--- src/sv/bbc_pkg.sv ---
package bbc_pkg;

	// Number of buffer slots and the width of a slot index.
	localparam int SLOT_COUNT = 32;
	localparam int SLOT_IW = (SLOT_COUNT > 1) ? $clog2(SLOT_COUNT) : 1;

	// Largest reference count a slot can hold.
	localparam logic [7:0] COUNT_MAX = 8'hFF;

	typedef logic [SLOT_IW-1:0] slot_idx_t;

	typedef enum logic [1:0] {
		CMD_GET     = 2'd0,
		CMD_RELEASE = 2'd1,
		CMD_PIN     = 2'd2,
		CMD_UNPIN   = 2'd3
	} cmd_e;

	typedef enum logic [1:0] {
		ST_OK     = 2'd0,
		ST_NOFREE = 2'd1,
		ST_UNDER  = 2'd2,
		ST_OVER   = 2'd3
	} status_e;

	typedef enum logic [1:0] {
		S_IDLE,
		S_SEL,
		S_UPD
	} state_e;

	typedef struct packed {
		cmd_e        cmd;
		logic [7:0]  device;
		logic [31:0] block_number;
		logic [4:0]  slot_in;
	} req_t;

	typedef struct packed {
		logic [4:0] slot_out;
		logic       hit;
		logic       need_read;
		status_e    status;
	} rsp_t;

	// Commands from the controller to the datapath.
	typedef struct packed {
		logic capture;
		logic select;
		logic commit;
	} ctrl_cmd_t;

endpackage

--- src/sv/bbc_ctrl.sv ---
module bbc_ctrl (
	input  logic                clk,
	input  logic                arst_n,
	input  logic                req_valid,
	output logic                req_stall,
	output logic                rsp_valid,
	input  logic                rsp_stall,
	output bbc_pkg::ctrl_cmd_t  cmd
);

	bbc_pkg::state_e state_q, state_d;
	logic            rsp_valid_q;
	logic            out_free;

	// The output register can take a new result when empty or being drained.
	assign out_free = !rsp_valid_q || !rsp_stall;

	// Next state and datapath commands.
	always_comb begin
		state_d     = state_q;
		cmd.select  = 1'b0;
		cmd.commit  = 1'b0;
		req_stall   = 1'b1;
		case (state_q)
			bbc_pkg::S_IDLE: begin
				req_stall = 1'b0;
				if (req_valid) begin
					state_d = bbc_pkg::S_SEL;
				end
			end
			bbc_pkg::S_SEL: begin
				cmd.select = 1'b1;
				state_d    = bbc_pkg::S_UPD;
			end
			bbc_pkg::S_UPD: begin
				if (out_free) begin
					cmd.commit = 1'b1;
					req_stall  = 1'b0;
					state_d    = req_valid ? bbc_pkg::S_SEL : bbc_pkg::S_IDLE;
				end
			end
			default: begin
				state_d = bbc_pkg::S_IDLE;
			end
		endcase
		cmd.capture = req_valid && !req_stall;
	end

	// State register and output valid flag.
	always_ff @(posedge clk or negedge arst_n) begin
		if (!arst_n) begin
			state_q     <= bbc_pkg::S_IDLE;
			rsp_valid_q <= 1'b0;
		end else begin
			state_q <= state_d;
			if (cmd.commit) begin
				rsp_valid_q <= 1'b1;
			end else if (!rsp_stall) begin
				rsp_valid_q <= 1'b0;
			end
		end
	end

	assign rsp_valid = rsp_valid_q;

endmodule

--- config.mk ---
export PLATFORM = sky130hd
export DESIGN_NAME = bbc_ctrl
export DESIGN_NICKNAME = d
export VERILOG_FILES = /design/src/sv/bbc_pkg.sv /design/src/sv/bbc_ctrl.sv
export SDC_FILE = /design/constraint.sdc
export NUM_CORES = 1
export LEC_CHECK = 0
export BUFFER_PORTS_ARGS = -buffer_cell sky130_fd_sc_hd__buf_4
export CORE_AREA = 2 2 39 41
export CTS_BUF_LIST = sky130_fd_sc_hd__clkbuf_16
export DETAILED_ROUTE_END_ITERATION = 10
export DIE_AREA = 0 0 41 43
export SLEW_MARGIN = 20
export SYNTH_ARGS = -nofsm -noshare
export SYNTH_HDL_FRONTEND = slang
export SYNTH_SLANG_ARGS = --single-unit
--- constraint.sdc ---
create_clock -name clk -period 1.1 [get_ports clk]
set_clock_uncertainty 0.2 [all_clocks]
set_input_delay 0.055 -clock clk [delete_from_list [all_inputs] [get_ports clk]]
set_output_delay 0.055 -clock clk [all_outputs]
set_load 0.03 [all_outputs]
Yosys cells after proc, flatten, opt, wreduce, memory -nomap -nowiden
Index checks and enable logic that the tools add are counted.
{"block": "word_totals", "input_bits": 4, "elab_cells": 25, "ff_bits": 3}
{"block": "op_classes", "muxes": 11, "reduce_logical": 7, "eq_ne": 5}
{"cell": "$mux 1", "n": 7}
{"cell": "$pmux 2 s3", "n": 1}
{"cell": "$mux 2", "n": 2}
{"cell": "$ne 2x2->1 const B", "n": 2}
{"cell": "$logic_not 1->1", "n": 3}
{"cell": "$eq 2x1->1 const B", "n": 1}
{"cell": "$eq 2x2->1 const B", "n": 1}
{"cell": "$logic_not 2->1", "n": 1}
{"cell": "$ne 2x1->1 const B", "n": 1}
{"cell": "$pmux 1 s2", "n": 1}
{"cell": "$reduce_and 2->1", "n": 1}
{"cell": "$logic_and 1x1->1", "n": 1}
{"cell": "$logic_or 1x1->1", "n": 1}

Depth between registers and ports, before layout
Gate-level depths: netlist of run 1.
{"block": "depth", "word_depth": 6, "ltp_mapped": 2, "ltp_nobuf": 2}

Worst setup path before layout of run 1
Ideal clock, no wire load.
{"block": "synth_timing", "path_kind": "flip-flop to output port", "startpoint": "reg rsp_valid_q, in the netlist rsp_valid", "endpoint": "out cmd[2] in the netlist's numbering", "arrival_ns": 1.283, "slack_ns": -0.438, "path_stages_with_launch": 3, "cell_sequence": "dfrtp_1 > a31o_2 > nor2_1"}
{"element": "from (decl)", "line_no": "bbc_ctrl.sv:12", "rtl": "logic rsp_valid_q;"}
{"element": "from (signal assigned)", "line_no": "bbc_ctrl.sv:53", "rtl": "rsp_valid_q <= 1'b0;"}
{"element": "from (signal assigned)", "line_no": "bbc_ctrl.sv:57", "rtl": "rsp_valid_q <= 1'b1;"}
{"element": "from (signal assigned)", "line_no": "bbc_ctrl.sv:59", "rtl": "rsp_valid_q <= 1'b0;"}
{"element": "to (decl)", "line_no": "bbc_ctrl.sv:8", "rtl": "output bbc_pkg::ctrl_cmd_t cmd"}

==> results of run 1 <==
through the flow:
step | setup TNS [ns] | power (uW) | cell area [sq um]
after floorplan | -0.172 | 239 | 156
after global placement | -0.0000708 | 296 | 236
after detailed placement | -0.00976 | 297 | 236
after CTS | -0.798 | 916 | 383
after global routing | -0.978 | 948 | 397
final | -0.767 | 911 | 397
sequential cells by signal (all words and copies together) (netlist names):
register	flops
rsp_valid	1
state_q	2
critical path: stages (launching register included):
cell	delay, ns
dfrtp_1	0.40
a31o_4	0.25
nor2_4	0.08
buf_6	0.13
power by group:
| group | total [uW] | switching, uW | internal [uW] |
|---|---|---|---|
| combinational | 205 | 99.1 | 106 |
| sequential | 141 | 13.1 | 128 |
| clock | 565 | 96.2 | 468 |
path summary, 6_finish.rpt:
check / from / to / slack [ns]
worst max-delay path: state_q[1] / cmd[2] / -0.23
worst min-delay path: rsp_stall / state_q[0] / -0.009
worst max register to register: state_q[1] / state_q[1] / 0.04
worst min register to register: state_q[0] / state_q[0] / 0.39
max in group asynchronous: arst_n / rsp_valid / 0.10
min in group asynchronous: arst_n / state_q[1] / 0.50
Yosys cell counts (all sizes together):
cell type / count / share of area
dfrtp: 3 / 0.56
nand2: 2 / 0.056
nor2: 2 / 0.056
a21oi: 1 / 0.037
a31o: 1 / 0.065
buf: 1 / 0.056
inv: 1 / 0.028
nand2b: 1 / 0.046
nor2b: 1 / 0.046
o21bai: 1 / 0.056
cells by family (layout without fill, tap and decap cells):
family,after synthesis,in the layout,share of synthesized area
simple gates,6,6,0.204
compound gates,3,3,0.157
flops,3,3,0.556
buf+inv,2,20,0.0833
layer usage:
| metal | GRT usage | vias to the layer above | routed length (microns) |
|---|---|---|---|
| li1 | - | 79 | - |
| met3 | 0.0471 | 5 | 54 |
| met5 | 0 | - | 0 |
| met1 | 0.0487 | 67 | 133 |
| met2 | 0.0750 | 10 | 175 |
| met4 | 0.0800 | 0 | 25 |
layout make-up:
type                       instances  share of cell area
timing repair buffer              15               0.356
sequential                         3               0.192
multi-input combinational          9               0.192
clock buffer                       3               0.189
tap                               16              0.0505
clock inverter                     1             0.00946
inverter                           1             0.00946
what timing repair did:
action,CTS,global route
resized for setup,5,1
setup endpoints to repair,5,7
pin swaps,0,1
hold buffers,3,2
endpoints found under the hold margin,6,5
buffers inserted,2,1
==> impl_metrics.tcl, run 1 <==
set metrics [dict create \
    finalCritPeriodShare 1.21 \
    grt_pass1_vias 158 \
    num_vias 161 \
    ir_worst_vdd_v 0.000553 \
    min_path_type "in -> reg" \
    portBuffers 8 \
    fin_cells 48 \
    cts_buffer_depth 2 \
    min_path_cells 3 \
    antenna_left 0 \
    cts_tree "yes" \
    worst_setup_path_start_kind "register" \
    worst_hold_slack_ns -0.00906 \
    initial_core_util 0.0976 \
    status "finished, violations left" \
    drt_iter0_markers 0 \
    wl_microns 388 \
    fp-row-count 14 \
    via_per_inst 3.35 \
    drv_slew 0 \
    die_h_microns 43 \
    worst_slew_margin_rel 0.898 \
    synth_nets 18 \
    crit_required_ns 0.84 \
    grt_max_degree 4 \
    p_per_area_mw_per_mm2 2300 \
    fin_ws_ns -0.226 \
    root_buffer "clkbuf_16" \
    insertedDiodeCount 0 \
    grtUsageTotal 0.0604 \
    place_inst 38 \
    area_growth_syn_to_layout_pct 194 \
    die-area_sq_mm 0.00176 \
    core-area_sq_mm 0.00138 \
    overflow 0 \
    dr.pass1.iters 1 \
    yosysWarnings 0 \
    drive_above_1_share 0.594 \
    final_cell_mix "buf_4 (6), buf_6 (5), dlygate4sd3_1 (4), clkbuf_16 (3)" \
    syn_avg_cell_area_sq_um 9.65 \
    mostFrequentLayoutCell "buf_4" \
    worstPathMaxFanout 3 \
    p_leak_uw 0.000192 \
    netlist_area_sq_um 135 \
    die_w_microns 41 \
    fin_util 0.287 \
    io_pins 9 \
    wl_per_cell_microns 8.08 \
    synth.distinct_cells 10 \
    rsz0062_at_grt "true" \
    grt_first_pass_wirelength_microns 586 \
    yosysSeqAreaShare 0.556 \
    fin_nets 37 \
    max_cap_violations 0 \
    worst_pin_slew_ns 0.153 \
    finalWeightedCongestion 0.518 \
    syn_inst 14 \
    seq_area_sq_um 76.3 \
    cts_buffers 3 \
    fillers 148 \
    grt_antenna_before_repair 0 \
    dp_worst_setup_slack_ns -0.00976 \
    ys_seq_elements 3 \
    multi_input_area_sq_um 76.3 \
    hold_violations 1 \
    numClockSinks 3 \
    clock_latency_ns 0.22 \
    post-route-min-period_ns 1.33 \
    setup_viol 5 \
    path_clk_slew_ns 0.03 \
    violations "hold timing, setup timing" \
    crit_arrival_ns 1.07 \
    reg2reg_depth 4 \
    drc 0 \
    htree_levels 1 \
    cp-end-kind "primary output" \
    fmax_mhz 754 \
    critPathKind "reg -> out" \
]
Note: power is estimated with default switching activity, not from simulation.
==> run 2: changes to the inputs <==
- CTS_BUF_LIST: sky130_fd_sc_hd__clkbuf_16 -> sky130_fd_sc_hd__clkbuf_8
==> run 2 against run 1 <==
Effect of this change:
- the flow finishes with violations (setup timing)
- global-route usage unchanged
- die area unchanged
- critical path depth unchanged
- setup slack better by 0.0044 ns
- count of clock-buffer cells in the layout unchanged
- register-to-register slack about the same
- flip-flop and latch count unchanged
- total power down 28%
- worst hold slack better by 0.0095 ns
- sequential share of layout area up 1.8 points
- first-iteration DRC count unchanged
- final cell count unchanged
- critical path type unchanged
- largest power group unchanged
==> impl_metrics.tcl, run 2 (synthesis results as in run 1) <==
set metrics [dict create \
    fin_nets 37 \
    area_growth_syn_to_layout_pct 169 \
    r2r_setup_slack_ns 0.04 \
    io_pins 9 \
    wl_microns 397 \
    min_path_type "in -> reg" \
    portBuffers 8 \
    path_cells "a31o_4, nor2_4, buf_6" \
    fin_util 0.262 \
    wl_per_cell_microns 8.27 \
    num_vias 155 \
    cp_num_buf_inv 1 \
    overflow 0 \
    die_h_microns 43 \
    final_cell_mix "buf_4 (6), buf_6 (5), dlygate4sd3_1 (4), clkbuf_8 (3)" \
    crit_arrival_ns 1.07 \
    ir_worst_vdd_v 0.000327 \
    worstPathMaxFanout 3 \
    crit_slowest_cell "dfrtp_1" \
    setup_viol 5 \
    p_leak_uw 0.000176 \
    dr.pass1.iters 1 \
    drv_slew 0 \
    worst_setup_path_start_kind "register" \
    core-area_sq_mm 0.00138 \
    drc 0 \
    critPathKind "reg -> out" \
    fin_ws_ns -0.222 \
    mostFrequentLayoutCell "buf_4" \
    rsz0062_at_grt "true" \
    largest_reg_flops 2 \
    path_clk_slew_ns 0.03 \
    grt_max_degree 4 \
    finalCritPeriodShare 1.20 \
    reg2reg_depth 4 \
    via_per_inst 3.23 \
    drt_iter0_markers 0 \
    clock_latency_ns 0.21 \
    grtUsageTotal 0.0604 \
    status "finished, violations left" \
    fp-row-count 14 \
    drive_above_1_share 0.594 \
    die-area_sq_mm 0.00176 \
    crit_required_ns 0.84 \
    die_w_microns 41 \
    antenna_left 0 \
    root_buffer "clkbuf_8" \
    worst_slew_margin_rel 0.900 \
    cp-end-kind "primary output" \
    violations "setup timing" \
    insertedDiodeCount 0 \
    grt_antenna_before_repair 0 \
    fmax_mhz 757 \
    cts_buffer_depth 2 \
    place_inst 38 \
    hold_end "state_q[0]" \
    post-route-min-period_ns 1.32 \
    cts_buffers 3 \
    max_cap_violations 0 \
    largest_register "state_q" \
    grt_first_pass_wirelength_microns 579 \
    critPathLaunch "state_q[1]" \
    slowest_delay_ns 0.40 \
    finalWeightedCongestion 0.518 \
    initial_core_util 0.0976 \
    htree_levels 1 \
    holdCritStartpoint "rsp_stall" \
    grt_pass1_vias 162 \
    min_path_cells 3 \
    r2r-end "state_q[1]" \
    numClockSinks 3 \
    cts_tree "yes" \
    fin_cells 48 \
    worst_pin_slew_ns 0.149 \
    critPathTopFamily "flip-flops" \
    worst_hold_slack_ns 0.000484 \
    hold_violations 0 \
    reg2reg_from "state_q[1]" \
    p_per_area_mw_per_mm2 1810 \
]
==> run 2: cell types whose count changed in the layout (fill, tap and decap cells not counted) <==
cell       previous run  this run
clkbuf_8              0         3
clkbuf_16             3         0
==> run 2: worst max-delay path by stage <==
stage               endpoint  cells past startpoint  slack, ns
finish                cmd[2]                      3      -0.22
global route          cmd[2]                      3      -0.26
CTS                   cmd[2]                      3      -0.23
detailed placement    cmd[2]                      3      -0.01
global placement      cmd[0]                      3   -0.00007
floorplan             cmd[2]                      2      -0.13
==> run 2: final cells by class <==
type / instances / area [sq um]
Fill cell: 150 / 1020
Timing Repair Buffer: 15 / 141
Sequential cell: 3 / 76.3
Multi-Input combinational cell: 9 / 76.3
Clock buffer: 3 / 41.3
Tap cell: 16 / 20.0
Clock inverter: 1 / 3.75
Inverter: 1 / 3.75
==> run 2: worst register-to-register path, cell delays in order (launching register included) <==
cell and delay (ns):
dfrtp_1 0.40, buf_6 0.13, nand2b_4 0.07, buf_6 0.09, o21bai_1 0.06
==> run 2: power by group <==
part | internal [uW] | switching [uW] | leakage [uW] | total [uW]
logic | 106 | 101 | 0.000112 | 207
clock network | 237 | 70.5 | 0.0000269 | 308
registers | 128 | 13.4 | 0.0000368 | 141
==> run 2: per-stage QoR <==
step / setup slack [ns] / setup TNS (ns) / power [uW] / instance area (sq um)
global placement: -0.0000708 / -0.0000708 / 296 / 236
global route: -0.259 / -0.964 / 696 / 363
floorplan: -0.128 / -0.172 / 239 / 156
CTS: -0.227 / -0.777 / 663 / 349
finish: -0.222 / -0.740 / 656 / 363
detailed placement: -0.00976 / -0.00976 / 297 / 236
==> run 2: layer usage <==
layer | routed length (microns) | track usage | vias to the layer above
li1 | - | - | 80
met1 | 131 | 0.0422 | 68
met2 | 216 | 0.0813 | 7
met3 | 49 | 0.0471 | 0
met4 | 0 | 0.0800 | 0
met5 | 0 | 0 | -
==> run 2: what timing repair did <==
| action | 4_1_cts | 5_1_grt |
|---|---|---|
| setup buffers | 2 | 1 |
| endpoints found under the hold margin | 6 | 5 |
| setup endpoints to repair | 5 | 7 |
| hold buffers | 3 | 2 |
| pin swaps | 0 | 1 |
| gates resized for setup | 5 | 1 |
==> run 3: changes to the inputs <==
- clock period: 1.1 -> 1.5 ns (I/O delays scaled with it)
==> run 3 against run 2 <==
Effect of this change:
- the run now ends clean
- count of clock-buffer cells in the layout did not move
- flip-flop and latch count did not move
- non-clock buffer count fell by 3
- global-route usage fell by 0.83 points
- clock power fell by 27%
- register-to-register slack improved by 0.46 ns
- sequential share of layout area rose by 4.4 points
- critical path depth did not move
- cell area fell by 19%
- critical endpoint unchanged
- largest cell class unchanged
==> impl_metrics.tcl, run 3 (synthesis results as in run 1) <==
set metrics [dict create \
    core-area_sq_mm 0.00138 \
    r2r-end "state_q[0]" \
    grt_antenna_before_repair 0 \
    fin_nets 34 \
    initial_core_util 0.0976 \
    drv_slew 0 \
    cts_tree "yes" \
    portBuffers 8 \
    tns_ns 0 \
    crit_required_ns 1.22 \
    fillers 152 \
    cp-end-kind "primary output" \
    multi_input_area_sq_um 51.3 \
    critPathKind "reg -> out" \
    worstPathMaxFanout 4 \
    io_pins 9 \
    reg2reg_depth 2 \
    dp_hpwl_microns 221 \
    p_leak_uw 0.000149 \
    ir_worst_vdd_v 0.000204 \
    seq_area_sq_um 75.1 \
    r2r_setup_slack_ns 0.50 \
    cts_resized 0 \
    mostFrequentLayoutCell "buf_4" \
    status "complete, no violations" \
    p_per_area_mw_per_mm2 1460 \
    die-area_sq_mm 0.00176 \
    worst_setup_path_start_kind "register" \
    worst_pin_slew_ns 0.147 \
    setup_viol 0 \
    max_cap_violations 0 \
    antenna_left 0 \
    root_buffer "clkbuf_8" \
    via_per_inst 3.29 \
    grt_max_degree 5 \
    rsz0062_at_grt "false" \
    post-route-min-period_ns 1.38 \
    min_path_type "in -> reg" \
    cts_buffer_depth 2 \
    grt_pass1_vias 140 \
    reg2reg_from "rsp_valid" \
    num_vias 148 \
    largest_register "state_q" \
    insertedDiodeCount 0 \
    htree_levels 1 \
    fin_util 0.213 \
    grtUsageTotal 0.0522 \
    grt_first_pass_wirelength_microns 489 \
    cts_buffers 3 \
    holdCritStartpoint "rsp_stall" \
    final_cell_mix "buf_4 (8), dlygate4sd3_1 (4), clkbuf_8 (3), dfrtp_1 (3)" \
    crit_arrival_ns 1.11 \
    wl_per_cell_microns 7.87 \
    wl_microns 354 \
    worst_slew_margin_rel 0.902 \
    clock_latency_ns 0.21 \
    fp-row-count 14 \
    die_h_microns 43 \
    drt_iter0_markers 1 \
    numClockSinks 3 \
    path_clk_slew_ns 0.03 \
    dr.pass1.iters 2 \
    drc 0 \
    cts_setup_buffers 0 \
    min_path_cells 3 \
    die_w_microns 41 \
    drive_above_1_share 0.448 \
    overflow 0 \
    finalCritPeriodShare 0.922 \
    finalWeightedCongestion 0.531 \
    hold_end "state_q[0]" \
    area_growth_syn_to_layout_pct 119 \
    largest_reg_flops 2 \
    fmax_mhz 723 \
    hold_violations 0 \
]
[run 3: cell count changes in the layout (fill, tap and decap cells not counted), sizes merged]
cell	previous run	this run
buf	11	8
[run 3: layout make-up]
type	instances	share of cell area
repair buffers	12	0.339
well taps	16	0.0678
flip-flops and latches	3	0.254
inverters	1	0.0127
clock buffers	3	0.140
multi-input cells	9	0.174
clock inverters	1	0.0127
[run 3: worst max path at each step]
stage | from | end | slack, ns | cells past startpoint
after floorplan | rsp_valid | cmd[2] | 0.08 | 2
after global placement | rsp_valid | cmd[2] | 0.35 | 3
after detailed placement | rsp_valid | cmd[2] | 0.33 | 3
after CTS | rsp_valid | cmd[2] | 0.10 | 3
after global routing | state_q[0] | cmd[0] | 0.07 | 3
final | rsp_valid | cmd[2] | 0.12 | 3
[run 3: timing repair]
item / in CTS / in global routing
endpoints found under the setup margin: 0 / 0
hold endpoints to repair: 6 / 0
hold buffers: 4 / 0
[run 3: metrics by stage]
stage               hold slack [ns]  area [sq um]  instances  setup WS (ns)  power, uW
finish                       0.0165           295         45          0.117        431
global placement             -0.333           210         37          0.346        199
CTS                          0.0158           295         45          0.103        440
floorplan                    -0.421           138         14         0.0765        165
detailed placement           -0.335           210         37          0.335        199
global route                 0.0359           295         45         0.0701        456
[run 3: where the power goes]
| part | switching [uW] | leakage [uW] | internal [uW] |
|---|---|---|---|
| clock | 51.0 | 0.0000269 | 174 |
| combinational | 59.7 | 0.0000845 | 44.7 |
| sequential | 8.68 | 0.0000380 | 93.0 |
| total | 119 | 0.000149 | 312 |
[run 3: worst max-delay path, cell delays in order (launching register included)]
cell and delay, ns:
dfrtp_1 0.39, a31o_2 0.27, nor2_2 0.08, buf_4 0.16
[run 3: routing by layer]
metal | track usage | vias to the layer above | wire, microns
li1 | - | 74 | -
met4 | 0.100 | 0 | 0
met5 | 0 | - | 0
met1 | 0.0321 | 68 | 132
met3 | 0.0314 | 0 | 38
met2 | 0.0656 | 6 | 184
